File: src/design/utf8_to_ucs2_decoder_macros.svh
// assertion macros for the utf-8 to ucs-2 decoder
`ifndef UTF8_TO_UCS2_DECODER_MACROS_SVH
`define UTF8_TO_UCS2_DECODER_MACROS_SVH

// same-cycle implication, checked outside reset
`define U8U2_ASSERT_NOW(name, ck, rs, ante, cons, msg) \
  name: assert property (@(posedge ck) disable iff (rs) (ante) |-> (cons)) else $error(msg);

// next-cycle implication, checked outside reset
`define U8U2_ASSERT_NEXT(name, ck, rs, ante, cons, msg) \
  name: assert property (@(posedge ck) disable iff (rs) (ante) |=> (cons)) else $error(msg);

`endif

File: src/design/u8u2_pkg.sv
// shared types and constants for the utf-8 to ucs-2 decoder
package u8u2_pkg;

  localparam int unsigned ByteW   = 8;
  localparam int unsigned UnitW   = 16;
  localparam int unsigned StatusW = 3;
  localparam int unsigned CountW  = 16;
  localparam int unsigned OutW    = UnitW + StatusW + CountW;
  localparam int unsigned OutDataW = ((OutW + 7) / 8) * 8;

  typedef logic [ByteW-1:0]   byte_t;
  typedef logic [UnitW-1:0]   unit_t;
  typedef logic [StatusW-1:0] status_t;
  typedef logic [CountW-1:0]  count_t;

  // status codes; the bad-sequence codes equal the sequence length
  localparam status_t StOk      = 3'd0;
  localparam status_t StFull    = 3'd1;
  localparam status_t StBad2    = 3'd2;
  localparam status_t StBad3    = 3'd3;
  localparam status_t StBad4    = 3'd4;
  localparam status_t StBadLead = 3'd5;

  localparam count_t MaxUnitsReset = 16'd512;

endpackage

File: src/design/utf8_to_ucs2_decoder.sv
// utf-8 to ucs-2 decoder top level
//
// Takes one utf-8 byte per transaction on the slave side; tlast marks the end
// item that closes a string (its byte is ignored). Every completed 1- to
// 4-byte sequence gives one master transaction with tuser high and the low 16
// bits of the code point. The end item gives one transaction with tlast high
// carrying the status (0 ok, 1 buffer full, 2/3/4 bad 2/3/4-byte sequence,
// 5 bad lead byte) and the number of units emitted, then the string state
// clears. After the first error no units are emitted until the end item.
// At most cfg_data-1 units are emitted per string, none when cfg_data is 0
// (cfg_data resets to 512).
// Throughput is one byte per clock while the master side does not stall: the
// byte lands in an input register, the decode and state update is one short
// combinational step, and the result goes to an output register, from which it
// is offered on the master side. A stall on the master side holds both registers;
// the input register keeps accepting while it is free.
// cfg_data may be written only while no transaction is in flight.
module utf8_to_ucs2_decoder (
  input  logic                     clk,
  input  logic                     rst,
  input  logic                     s_axis_tvalid,
  output logic                     s_axis_tready,
  input  u8u2_pkg::byte_t          s_axis_tdata,   // in_byte
  input  logic                     s_axis_tlast,   // end_mark
  output logic                     m_axis_tvalid,
  input  logic                     m_axis_tready,
  output logic [u8u2_pkg::OutDataW-1:0] m_axis_tdata, // code_unit, status, unit_count, zero pad
  output logic                     m_axis_tuser,   // unit_valid
  output logic                     m_axis_tlast,   // done_res
  input  logic                     cfg_valid,
  output logic                     cfg_ready,
  input  u8u2_pkg::count_t         cfg_data        // max_units
);
  import u8u2_pkg::*;

  // configuration
  count_t max_units;

  // input register
  logic  in_valid;
  byte_t in_byte;
  logic  in_last;

  // string state
  logic [1:0] bytes_pending, bytes_pending_next;
  status_t    seq_length, seq_length_next;
  // low 10 bits are all that a following continuation byte needs
  logic [9:0] partial_point, partial_point_next;
  count_t     units_written, units_written_next;
  status_t    error_code, error_code_next;

  // output register
  logic    out_valid;
  unit_t   out_unit;
  status_t out_status;
  count_t  out_count;
  logic    out_unit_valid;
  logic    out_done;

  // decode results
  logic    res_valid;
  unit_t   res_unit;
  status_t res_status;
  count_t  res_count;
  logic    res_unit_valid;
  logic    res_done;

  logic    advance;
  logic    proc;
  logic    cap_full;
  unit_t   shifted_point;
  count_t  count_inc;

  // assertion terms
  logic    str_idle;
  logic    err_drop;
  logic    out_is_unit;

  assign cfg_ready = 1'b1;

  // the whole pipe moves unless a result is stuck at the output
  assign advance       = !out_valid || m_axis_tready;
  assign proc          = in_valid && advance;
  assign s_axis_tready = !in_valid || advance;

  assign count_inc     = units_written + 16'd1;
  // units_written+1 >= max_units, done at 17 bits so the wrap is not lost
  assign cap_full      = ({1'b0, units_written} + 17'd1) >= {1'b0, max_units};
  // only the low 16 bits of the code point are ever needed
  assign shifted_point = {partial_point, in_byte[5:0]};

  always_comb begin
    bytes_pending_next = bytes_pending;
    seq_length_next    = seq_length;
    partial_point_next = partial_point;
    units_written_next = units_written;
    error_code_next    = error_code;
    res_valid          = 1'b0;
    res_unit           = '0;
    res_status         = StOk;
    res_count          = units_written;
    res_unit_valid     = 1'b0;
    res_done           = 1'b0;
    if (proc) begin
      if (in_last) begin
        // end item: report, then clear for the next string
        res_valid = 1'b1;
        res_done  = 1'b1;
        if (error_code == StOk && bytes_pending != 2'd0) begin
          res_status = seq_length;
        end else begin
          res_status = error_code;
        end
        bytes_pending_next = '0;
        seq_length_next    = '0;
        partial_point_next = '0;
        units_written_next = '0;
        error_code_next    = StOk;
      end else if (error_code != StOk) begin
        // swallow bytes after an error
      end else if (bytes_pending != 2'd0) begin
        if (in_byte[7:6] != 2'b10) begin
          error_code_next    = seq_length;
          bytes_pending_next = '0;
        end else begin
          partial_point_next = shifted_point[9:0];
          bytes_pending_next = bytes_pending - 2'd1;
          if (bytes_pending == 2'd1) begin
            seq_length_next    = '0;
            units_written_next = count_inc;
            res_valid          = 1'b1;
            res_unit_valid     = 1'b1;
            res_unit           = shifted_point;
            res_count          = count_inc;
          end
        end
      end else if (cap_full) begin
        error_code_next = StFull;
      end else begin
        case (in_byte) inside
          8'b0???????: begin
            units_written_next = count_inc;
            res_valid          = 1'b1;
            res_unit_valid     = 1'b1;
            res_unit           = {8'd0, in_byte};
            res_count          = count_inc;
          end
          8'b110?????: begin
            partial_point_next = {5'd0, in_byte[4:0]};
            seq_length_next    = StBad2;
            bytes_pending_next = 2'd1;
          end
          8'b1110????: begin
            partial_point_next = {6'd0, in_byte[3:0]};
            seq_length_next    = StBad3;
            bytes_pending_next = 2'd2;
          end
          8'b11110???: begin
            partial_point_next = {7'd0, in_byte[2:0]};
            seq_length_next    = StBad4;
            bytes_pending_next = 2'd3;
          end
          default: begin
            // continuation byte or 0xf8..0xff in lead position
            error_code_next = StBadLead;
          end
        endcase
      end
    end
  end

  // configuration register
  always_ff @(posedge clk) begin
    if (rst) begin
      max_units <= MaxUnitsReset;
    end else if (cfg_valid && cfg_ready) begin
      max_units <= cfg_data;
    end
  end

  // input register
  always_ff @(posedge clk) begin
    if (rst) begin
      in_valid <= 1'b0;
    end else if (s_axis_tready) begin
      in_valid <= s_axis_tvalid;
    end
  end

  always_ff @(posedge clk) begin
    if (s_axis_tready && s_axis_tvalid) begin
      in_byte <= s_axis_tdata;
      in_last <= s_axis_tlast;
    end
  end

  // string state
  always_ff @(posedge clk) begin
    if (rst) begin
      bytes_pending <= '0;
      seq_length    <= '0;
      partial_point <= '0;
      units_written <= '0;
      error_code    <= StOk;
    end else begin
      bytes_pending <= bytes_pending_next;
      seq_length    <= seq_length_next;
      partial_point <= partial_point_next;
      units_written <= units_written_next;
      error_code    <= error_code_next;
    end
  end

  // output register
  always_ff @(posedge clk) begin
    if (rst) begin
      out_valid <= 1'b0;
    end else if (advance) begin
      out_valid <= res_valid;
    end
  end

  always_ff @(posedge clk) begin
    if (advance && res_valid) begin
      out_unit       <= res_unit;
      out_status     <= res_status;
      out_count      <= res_count;
      out_unit_valid <= res_unit_valid;
      out_done       <= res_done;
    end
  end

  assign m_axis_tvalid = out_valid;
  assign m_axis_tdata  = {{(OutDataW - OutW){1'b0}}, out_count, out_status, out_unit};
  assign m_axis_tuser  = out_unit_valid;
  assign m_axis_tlast  = out_done;

  assign str_idle    = units_written == '0 && error_code == StOk && bytes_pending == 2'd0;
  assign err_drop    = proc && !in_last && error_code != StOk;
  assign out_is_unit = out_valid && out_unit_valid;

`include "utf8_to_ucs2_decoder_macros.svh"

  // an end item always leaves a cleared string state behind
  `U8U2_ASSERT_NEXT(a_end_clears, clk, rst, proc && in_last, str_idle, "state not cleared")

  // once an error is latched, ordinary bytes produce no result
  `U8U2_ASSERT_NEXT(a_err_silent, clk, rst, err_drop, !out_valid, "result after an error")

  // a result is either a unit or an end report, never both
  `U8U2_ASSERT_NOW(a_kind_excl, clk, rst, out_valid, out_unit_valid != out_done, "bad result kind")

  // emitted units stay below the buffer size
  `U8U2_ASSERT_NOW(a_cap_kept, clk, rst, out_is_unit, out_count < max_units, "buffer size exceeded")

endmodule
File: config.mk
export PLATFORM = sky130hd
export DESIGN_NAME = utf8_to_ucs2_decoder
export DESIGN_NICKNAME = d
export VERILOG_FILES = /design/src/design/u8u2_pkg.sv /design/src/design/utf8_to_ucs2_decoder.sv
export VERILOG_INCLUDE_DIRS = /design/src /design/src/design
export SDC_FILE = /design/constraint.sdc
export NUM_CORES = 1
export LEC_CHECK = 0
export BUFFER_PORTS_ARGS = -buffer_cell sky130_fd_sc_hd__buf_4
export CORE_ASPECT_RATIO = 0.75
export CORE_UTILIZATION = 55
export CTS_BUF_LIST = sky130_fd_sc_hd__clkbuf_4 sky130_fd_sc_hd__clkbuf_8
export DETAILED_ROUTE_END_ITERATION = 12
export PLACE_DENSITY_LB_ADDON = 0.08
export SLEW_MARGIN = 0
export SYNTH_ARGS = -nofsm -noshare
export SYNTH_HDL_FRONTEND = slang
export SYNTH_SLANG_ARGS = --single-unit
File: constraint.sdc
create_clock -name clk -period 9.7 [get_ports clk]
set_input_delay 1.455 -clock clk [delete_from_list [all_inputs] [get_ports clk]]
set_output_delay 1.455 -clock clk [all_outputs]
set_load 0.01 [all_outputs]
Word level (Yosys, flattened, before mapping)
Cells that the tools add are included.
{"block": "classes", "addsub": 3, "multipliers": 0, "n_div": 0, "order_cmp": 1, "n_eq_ne": 13, "shift": 0, "mux": 61, "bitwise_logic": 1, "reduce_logical": 21}
{"operator": "$mux 16", "count": 12}
{"operator": "$mux 10", "count": 9}
{"operator": "$mux 3", "count": 20}
{"operator": "$mux 2", "count": 9}
{"operator": "$add 16x1->17 const B", "count": 1}
{"operator": "$ge 17x16->1", "count": 1}
{"operator": "$add 16x1->16 const B", "count": 1}
{"operator": "$mux 7", "count": 2}
{"operator": "$reduce_and 7->1", "count": 2}
{"operator": "$ne 4x4->1 const B", "count": 3}
{"operator": "$mux 1", "count": 9}
{"operator": "$ne 3x2->1 const B", "count": 3}
{"operator": "$reduce_and 6->1", "count": 1}
{"operator": "$reduce_bool 3->1", "count": 2}
{"operator": "$eq 5x5->1 const B", "count": 1}
{"operator": "$reduce_and 5->1", "count": 1}
{"operator": "$reduce_bool 5->1", "count": 1}
{"operator": "$eq 4x4->1 const B", "count": 1}
{"operator": "$logic_and 1x1->1", "count": 4}
{"operator": "$ne 2x2->1 const B", "count": 2}
{"operator": "$reduce_bool 4->1", "count": 1}
{"operator": "$eq 3x3->1 const B", "count": 1}
{"operator": "$logic_not 3->1", "count": 1}
{"operator": "$ne 3x3->1 const B", "count": 1}
{"operator": "9 further kinds", "count": 11}
{"block": "word_totals", "reg_bits": 98, "latchBits": 0, "mem_bits_rw": 0, "rom_bits": 0, "in_bits": 30, "output_inout_bits": 45, "mem_count": 0}

Depth between registers and ports, before layout
Gate-level depths: netlist (run 1).
{"block": "logic_depth", "ltp_word": 9, "mapped_depth": 16, "depth_no_buf": 14}

Worst setup path after synthesis (run 1)
Ideal clock, no wire load.
{"block": "synth_timing", "kind": "flip-flop to flip-flop", "start": "register units_written[0]", "end": "register out_done, in the netlist m_axis_tlast, enable pin", "t_arrival_ps": 3734, "slack_ps": 5571, "path_stages_with_launch": 13, "n_path_buf": 0, "period_less_slack_ps": 4129, "cell_sequence": "dfxtp_1 > ha_1 > nand3_1 > nor4_4 > and2_2 > xor2_1 > ha_1 > a21o_2 > a221oi_2 > o211ai_1 > o21ai_4 > nand2_1 > nand2_1"}
{"block": "synth_via", "elab_chain_len": 8}
{"item": "from (decl)", "line": "utf8_to_ucs2_decoder.sv:49", "text": "count_t units_written, units_written_next;"}
{"item": "from (signal assigned)", "line": "utf8_to_ucs2_decoder.sv:209", "text": "units_written <= units_written_next;"}
{"item": "$add 16x1->17", "line": "utf8_to_ucs2_decoder.sv:88", "text": "assign cap_full = ({1'b0, units_written} + 17'd1) >= {1'b0, max_units};"}
{"item": "$ge 17x16->1", "line": "utf8_to_ucs2_decoder.sv:88"}
{"item": "$mux 1", "line": "utf8_to_ucs2_decoder.sv:137", "text": "end else if (cap_full) begin"}
{"item": "$mux 1", "line": "utf8_to_ucs2_decoder.sv:121", "text": "end else if (bytes_pending != 2'd0) begin"}
{"item": "$mux 1"}
{"item": "$mux 1", "line": "utf8_to_ucs2_decoder.sv:105", "text": "if (in_last) begin"}
{"item": "$mux 1", "line": "utf8_to_ucs2_decoder.sv:104", "text": "if (proc) begin"}
{"item": "$logic_and 1x1->1", "line": "utf8_to_ucs2_decoder.sv:224", "text": "if (advance && res_valid) begin"}
{"item": "to (signal assigned)", "line": "utf8_to_ucs2_decoder.sv:229", "text": "out_done <= res_done;"}
{"item": "to (decl)", "line": "utf8_to_ucs2_decoder.sv:58", "text": "logic out_done;"}
No other way between the ends.
A chain may end at the register's enable or synchronous reset.

Worst setup path in the final report (run 1)
{"block": "layout_timing", "start": "register units_written[0]", "end": "register out_status[1], enable pin"}
{"block": "layout_via", "elab_chain_len": 8}
{"item": "$add 16x1->17", "line": "utf8_to_ucs2_decoder.sv:88"}
{"item": "$ge 17x16->1", "line": "utf8_to_ucs2_decoder.sv:88"}
{"item": "$mux 1", "line": "utf8_to_ucs2_decoder.sv:137"}
{"item": "$mux 1", "line": "utf8_to_ucs2_decoder.sv:121"}
{"item": "$mux 1"}
{"item": "$mux 1", "line": "utf8_to_ucs2_decoder.sv:105"}
{"item": "$mux 1", "line": "utf8_to_ucs2_decoder.sv:104"}
{"item": "$logic_and 1x1->1", "line": "utf8_to_ucs2_decoder.sv:224"}
{"item": "to (signal assigned)", "line": "utf8_to_ucs2_decoder.sv:226", "text": "out_status <= res_status;"}
{"item": "to (decl)", "line": "utf8_to_ucs2_decoder.sv:55", "text": "status_t out_status;"}
No other way between the ends.

==> impl_metrics.tcl, run 1 <==
set metrics [dict create \
    status "completed" \
    powerDensity_nw_per_um2 146.1 \
    fin_setup_tns_ps 0 \
    synth_edf_count 46 \
    crit-reg2reg-launch "units_written[0]" \
    cts_buffer_depth 2 \
    ctsHtreeMaxLevel 3 \
    gp_congestion 0.9305 \
    pwr-share-seq 0.535 \
    finalCritPeriodShare 0.5222 \
    syn-cell-area_um2 5259 \
    cts_buffers 9 \
    die_h_um 86.68 \
    root_buffer "clkbuf_8" \
    cts.sinks 98 \
    leakagePower_uw 0.002433 \
    grt_usage 0.2777 \
    r2r_setup_slack_ps 4630 \
    met2WireLength_um 5436 \
    cts_hold_buffers 0 \
    fp.dieW_um 114.9 \
    arrival_ps 5120 \
    fmax_ghz 0.1974 \
    hold_viol 0 \
    rows 30 \
    synth_cell_types 68 \
    cts_tree "yes" \
    start_util 0.5742 \
    core_region_area_um2 9159 \
    hold_class "reg -> reg" \
    startpoint "units_written[0]" \
    io_buffers 68 \
    die_area_um2 9960 \
    clk_pin_slew_ps 100 \
    p_sw_frac 0.2546 \
    mostFrequentLayoutCells "71 x buf_4, 55 x nor2_1, 52 x dfxtp_1" \
    utilization 0.6458 \
    drive_above_1_share 0.1804 \
    pwr-share-comb 0.118 \
    irDropWorstVdd_mv 0.1043 \
    worstSetupStartpointType "flip-flop" \
    overflow 0 \
    ant_nets 0 \
    grt_pass1_wl_um 20710 \
    synth-seq-area-share 0.4606 \
    required_ps 9760 \
    layout_commonest_cell "buf_4" \
    clk_latency_ps 380 \
    diodes 0 \
    drcViolationCount 0 \
    finClkSkew_ps 10.69 \
    avgViaCountPerCell 5.918 \
    syn_avg_cell_area_um2 9.979 \
    grt_max_degree 44 \
    cts_setup_buffers 0 \
    max-slew-margin-rel 0.2315 \
    drt-initial-drc-count 420 \
    synth_ff_type "dfxtp_1" \
    dr_wl_met3_um 1190 \
    routed_wirelength_um 13020 \
    critPathMaxFanout 22 \
    wl_per_cell_um 18.34 \
    p_int_uw 644.2 \
    ys_ff_latch 98 \
    cap_violations 0 \
    power_switching_uw 220.1 \
    holdCritStartpoint "partial_point[4]" \
    pwr-share-clk 0.347 \
    tightest_slew_ps 1153 \
    grt_pass1_vias 3893 \
    final.fill_count 765 \
    crit_type "reg -> reg" \
    rsz0062_at_grt "false" \
    highest_layer "met4" \
    antenna_found_initial 0 \
    m1WireLength_um 6187 \
    fin_nets 627 \
    netlist_instances 527 \
    async_flop_share 0 \
    synth_warnings 0 \
    dp_hpwl_um 9438 \
    drt_first_pass_iters 5 \
    cts_resized 0 \
    via_count 4202 \
    ioPinCount 75 \
    end_kind "flip-flop" \
    area_growth_pct 12.47 \
    period_minus_slack_ps 5065 \
    finalSetupViolCount 0 \
    slew_violations 0 \
]
==> flip-flops by register name, indices dropped and copies added, names as in the netlist <==
signal,count
out_status,3
error_code,3
in_valid,1
out_unit,16
in_last,1
max_units,16
seq_length,3
in_byte,8
m_axis_tuser,1
units_written,16
partial_point,10
m_axis_tvalid,1
m_axis_tlast,1
bytes_pending,2
out_count,16
==> layer usage <==
metal | vias up | GRT usage
li1 | 1978 | -
met1 | 1978 | 0.4153
met2 | 220 | 0.3905
met3 | 26 | 0.07203
met4 | 0 | 0.08146
met5 | - | 0
==> metrics by stage <==
stage / instance area [um^2] / total power, uW / hold slack (ps) / setup WS (ps) / cells
final: 5914 / 864.3 / 456.5 / 4635 / 710
after global routing: 5914 / 897.0 / 473.7 / 4323 / 710
after CTS: 5914 / 868.3 / 457.7 / 4665 / 710
after detailed placement: 5689 / 572.0 / 445.6 / 4717 / 694
after global placement: 5689 / 569.6 / 439.7 / 4965 / 694
after floorplan: 5274 / 534.2 / 427.3 / 5571 / 531
==> worst max-delay path, cell delays in order, from the launching register on <==
cell and delay [ps]:
dfxtp_1 520, ha_1 270, and3_1 220, nand3_1 150
nor2_1 190, xor2_1 300, ha_1 320, nand4_1 120
nor3_1 70, a2111oi_2 510, o211ai_1 320, o21ai_4 540
nand2_1 180, nand2_1 590, buf_4 400
==> power by group through the flow <==
stage | clock (uW) | sequential (uW) | combinational, uW
4_1_cts | 305 | 462 | 101
3_3_place_gp | 0 | 471 | 98.7
6_report | 300 | 462 | 102
2_1_floorplan | 0 | 471 | 62.7
5_1_grt | 322 | 464 | 111
3_5_place_dp | 0 | 471 | 101
==> logic make-up (layout without fill, tap and decap cells) <==
group,Yosys count,in the layout,synth area share
XOR/XNOR,27,27,0.04497
AND/OR/NAND/NOR,191,191,0.1884
multiplexers,20,20,0.03807
AO/OA/AOI/OAI,110,110,0.1497
adder cells (fa/ha/maj),20,20,0.04759
other,2,6,0.001428
buffers and inverters,59,110,0.06924
flip-flops,98,98,0.4606
==> final timing paths <==
kind | end | cells past startpoint
min reg2reg | partial_point[4] | 2
min | partial_point[4] | 2
max reg2reg | out_status[1] | 14
max | out_status[1] | 14
==> cell type report <==
class	instances	area, um^2	share of cell area
clock buffers	10	137.6	0.02327
clock inverters	6	87.58	0.01481
inverters	23	86.33	0.01460
multi-input cells	374	2487	0.4206
flip-flops and latches	98	2422	0.4096
well taps	128	160.2	0.02708
repair buffers	71	533.0	0.09012
==> synthesized netlist by cell type (3+ instances only) <==
library cell | n | area share
edfxtp_1 | 46 | 0.26
a31oi_1 | 16 | 0.019
clkbuf_1 | 11 | 0.0079
nand4_1 | 3 | 0.0036
and3_1 | 10 | 0.012
a22oi_1 | 9 | 0.013
xor2_1 | 13 | 0.022
o211ai_1 | 3 | 0.0043
xnor2_1 | 14 | 0.023
dfxtp_1 | 52 | 0.20
nand3_1 | 23 | 0.022
ha_1 | 20 | 0.048
nand2_1 | 38 | 0.027
mux2i_1 | 20 | 0.038
a41o_1 | 3 | 0.0057
a21oi_1 | 26 | 0.025
nand3b_1 | 6 | 0.0086
and2_1 | 10 | 0.012
o31ai_1 | 8 | 0.011
and2_2 | 3 | 0.0043
buf_4 | 8 | 0.011
nor2b_1 | 7 | 0.0083
or3_1 | 3 | 0.0036
nand2b_1 | 4 | 0.0048
buf_6 | 8 | 0.017
clkbuf_8 | 5 | 0.013
nor2_1 | 55 | 0.039
nor3_1 | 11 | 0.010
inv_1 | 22 | 0.016
a21o_1 | 3 | 0.0043
o21ai_0 | 19 | 0.018
Note: power is estimated with default switching activity, not from simulation.
==> run 2, diff against run 1 <==
==> constraint.sdc (replaced) <==
create_clock -name clk -period 5.1 [get_ports clk]
set_input_delay 0.765 -clock clk [delete_from_list [all_inputs] [get_ports clk]]
set_output_delay 0.765 -clock clk [all_outputs]
set_load 0.01 [all_outputs]
==> run 2 against run 1 <==
  * Clock skew decreased by 2.9 ps
  * Clock power increased by 70%
  * Largest cell class unchanged
  * Power increased by 83%
  * Sequential share of layout area increased by 0.17 points
  * Die area unchanged
  * Maximum frequency increased by 12%
  * Setup slack got worse by 4000 ps
  * Critical path depth decreased by 2
  * Highest routed layer unchanged
  * Global-route usage decreased by 0.54 points
  * Register-to-register slack got worse by 4000 ps
==> impl_metrics.tcl, run 2 (synthesized netlist as in run 1, its figures left out) <==
set metrics [dict create \
    core_region_area_um2 9159 \
    arrival_ps 4580 \
    period_minus_slack_ps 4515 \
    crit_top_cell "nand2_1" \
    rr_worst_depth 12 \
    design_area_um2 5891 \
    cts.sinks 98 \
    leakagePower_uw 0.002420 \
    r2r_end "out_count[5]" \
    ant_nets 0 \
    avgViaCountPerCell 5.871 \
    max-slew-margin-rel 0.3103 \
    grt_pass1_wl_um 20250 \
    cap_violations 0 \
    ioPinCount 75 \
    crit_buf_inv 1 \
    crit-reg2reg-launch "units_written[2]" \
    irDropWorstVdd_mv 0.1900 \
    fin_nets 628 \
    crit_chain "and4_1 -> nand3_1 -> nor3_1 -> and3_1 -> xor2_1 -> ha_1 -> a221oi_2 -> o211ai_1 -> o21ai_4 -> nand2_1 -> nand2_1 -> buf_4" \
    root_buffer "clkbuf_8" \
    cts_buffers 9 \
    rows 30 \
    postPlaceCellArea_um2 5697 \
    cts_tree "yes" \
    dp_cells 695 \
    ctsHtreeMaxLevel 3 \
    clk_latency_ps 380 \
    drive_above_1_share 0.1801 \
    drt_first_pass_iters 5 \
    rsz0062_at_grt "false" \
    routed_wirelength_um 12830 \
    finalSetupViolCount 0 \
    die_area_um2 9960 \
    io_buffers 68 \
    r2r_setup_slack_ps 580 \
    whs_endpoint "partial_point[4]" \
    status "completed" \
    powerDensity_nw_per_um2 269.1 \
    whs_path_depth 2 \
    fin_cells 711 \
    grt_usage 0.2722 \
    cts_setup_buffers 0 \
    dp_hpwl_um 9383 \
    area_growth_pct 12.02 \
    drcViolationCount 0 \
    layout_commonest_cell "buf_4" \
    via_count 4174 \
    crit_family "simple AND/OR/NAND/NOR gates" \
    overflow 0 \
    slowest_delay_ps 670 \
    hold_viol 0 \
    finClkSkew_ps 7.751 \
    die_h_um 86.68 \
    start_util 0.5742 \
    fin_setup_tns_ps 0 \
    cts_resized 0 \
    fmax_ghz 0.2215 \
    drt-initial-drc-count 463 \
    cts_buffer_depth 2 \
    finalCritPeriodShare 0.8853 \
    hold_class "reg -> reg" \
    tightest_slew_ps 1031 \
    grt_max_degree 44 \
    slowest_stage "nor3_1" \
    antenna_found_initial 0 \
    cts_hold_buffers 0 \
    mostFrequentLayoutCells "72 x buf_4, 55 x nor2_1, 52 x dfxtp_1" \
    grt_pass1_vias 3801 \
    fp.dieW_um 114.9 \
    gp_congestion 0.8973 \
    crit_type "reg -> reg" \
    worstSetupStartpointType "flip-flop" \
    diodes 0 \
    clk_pin_slew_ps 90 \
    required_ps 5160 \
    wl_per_cell_um 18.05 \
    critPathMaxFanout 22 \
    final.fill_count 805 \
    slew_violations 0 \
    holdCritStartpoint "partial_point[4]" \
    end_kind "flip-flop" \
]
run 2: area by class of cell:
type,instances,area (um^2),area share
clock buffers,11,138.9,0.02358
repair buffers,72,540.5,0.09176
flip-flops and latches,98,2422,0.4112
inverters,23,86.33,0.01466
multi-input cells,374,2487,0.4223
well taps,128,160.2,0.02719
clock inverters,5,55.05,0.009346
run 2: metrics by stage:
stage | worst slack, ps | hold slack (ps) | total power, uW | util
after floorplan | 970.9 | 427.3 | 1016 | -
after global placement | 828.7 | 440.2 | 1086 | 0.6220
after detailed placement | 773.8 | 447.6 | 1090 | 0.6220
after CTS | 728.7 | 459.7 | 1589 | 0.6432
after global routing | 378.8 | 482.0 | 1644 | 0.6432
final | 584.7 | 460.9 | 1585 | 0.6432
run 2: worst register-to-register path, cell delays in order (launching register included):
cell and delay [ps]:
dfxtp_1 510, and4_1 280, nand3_1 140, nor3_1 680, and3_1 360, xor2_1 180, ha_1 280, a221oi_2 320
o211ai_1 290, o21ai_4 540, nand2_1 190, nand2_1 130, buf_4 310
run 2: report_power, final:
group / switching, uW / total [uW] / internal, uW
Clock: 274 / 511 / 237
Sequential: 22.0 / 879 / 857
Combinational: 117 / 195 / 78.6
Total: 413 / 1590 / 1170
run 2: layer usage:
metal	routed length [um]	GRT usage	vias to the layer above
met3	1173	0.06853	18
li1	-	-	1979
met1	6248	0.4148	1975
met5	0	0	-
met2	5199	0.3719	202
met4	210	0.08737	0
run 2: worst max path at each step:
stage	cells past startpoint	start	slack (ps)	end
after floorplan	12	units_written[0]	970	m_axis_tlast
after global placement	12	units_written[2]	830	out_count[7]
after detailed placement	13	units_written[2]	770	out_count[7]
after CTS	12	units_written[2]	730	out_count[6]
after global routing	13	units_written[2]	380	out_status[1]
final	12	units_written[2]	580	out_count[5]
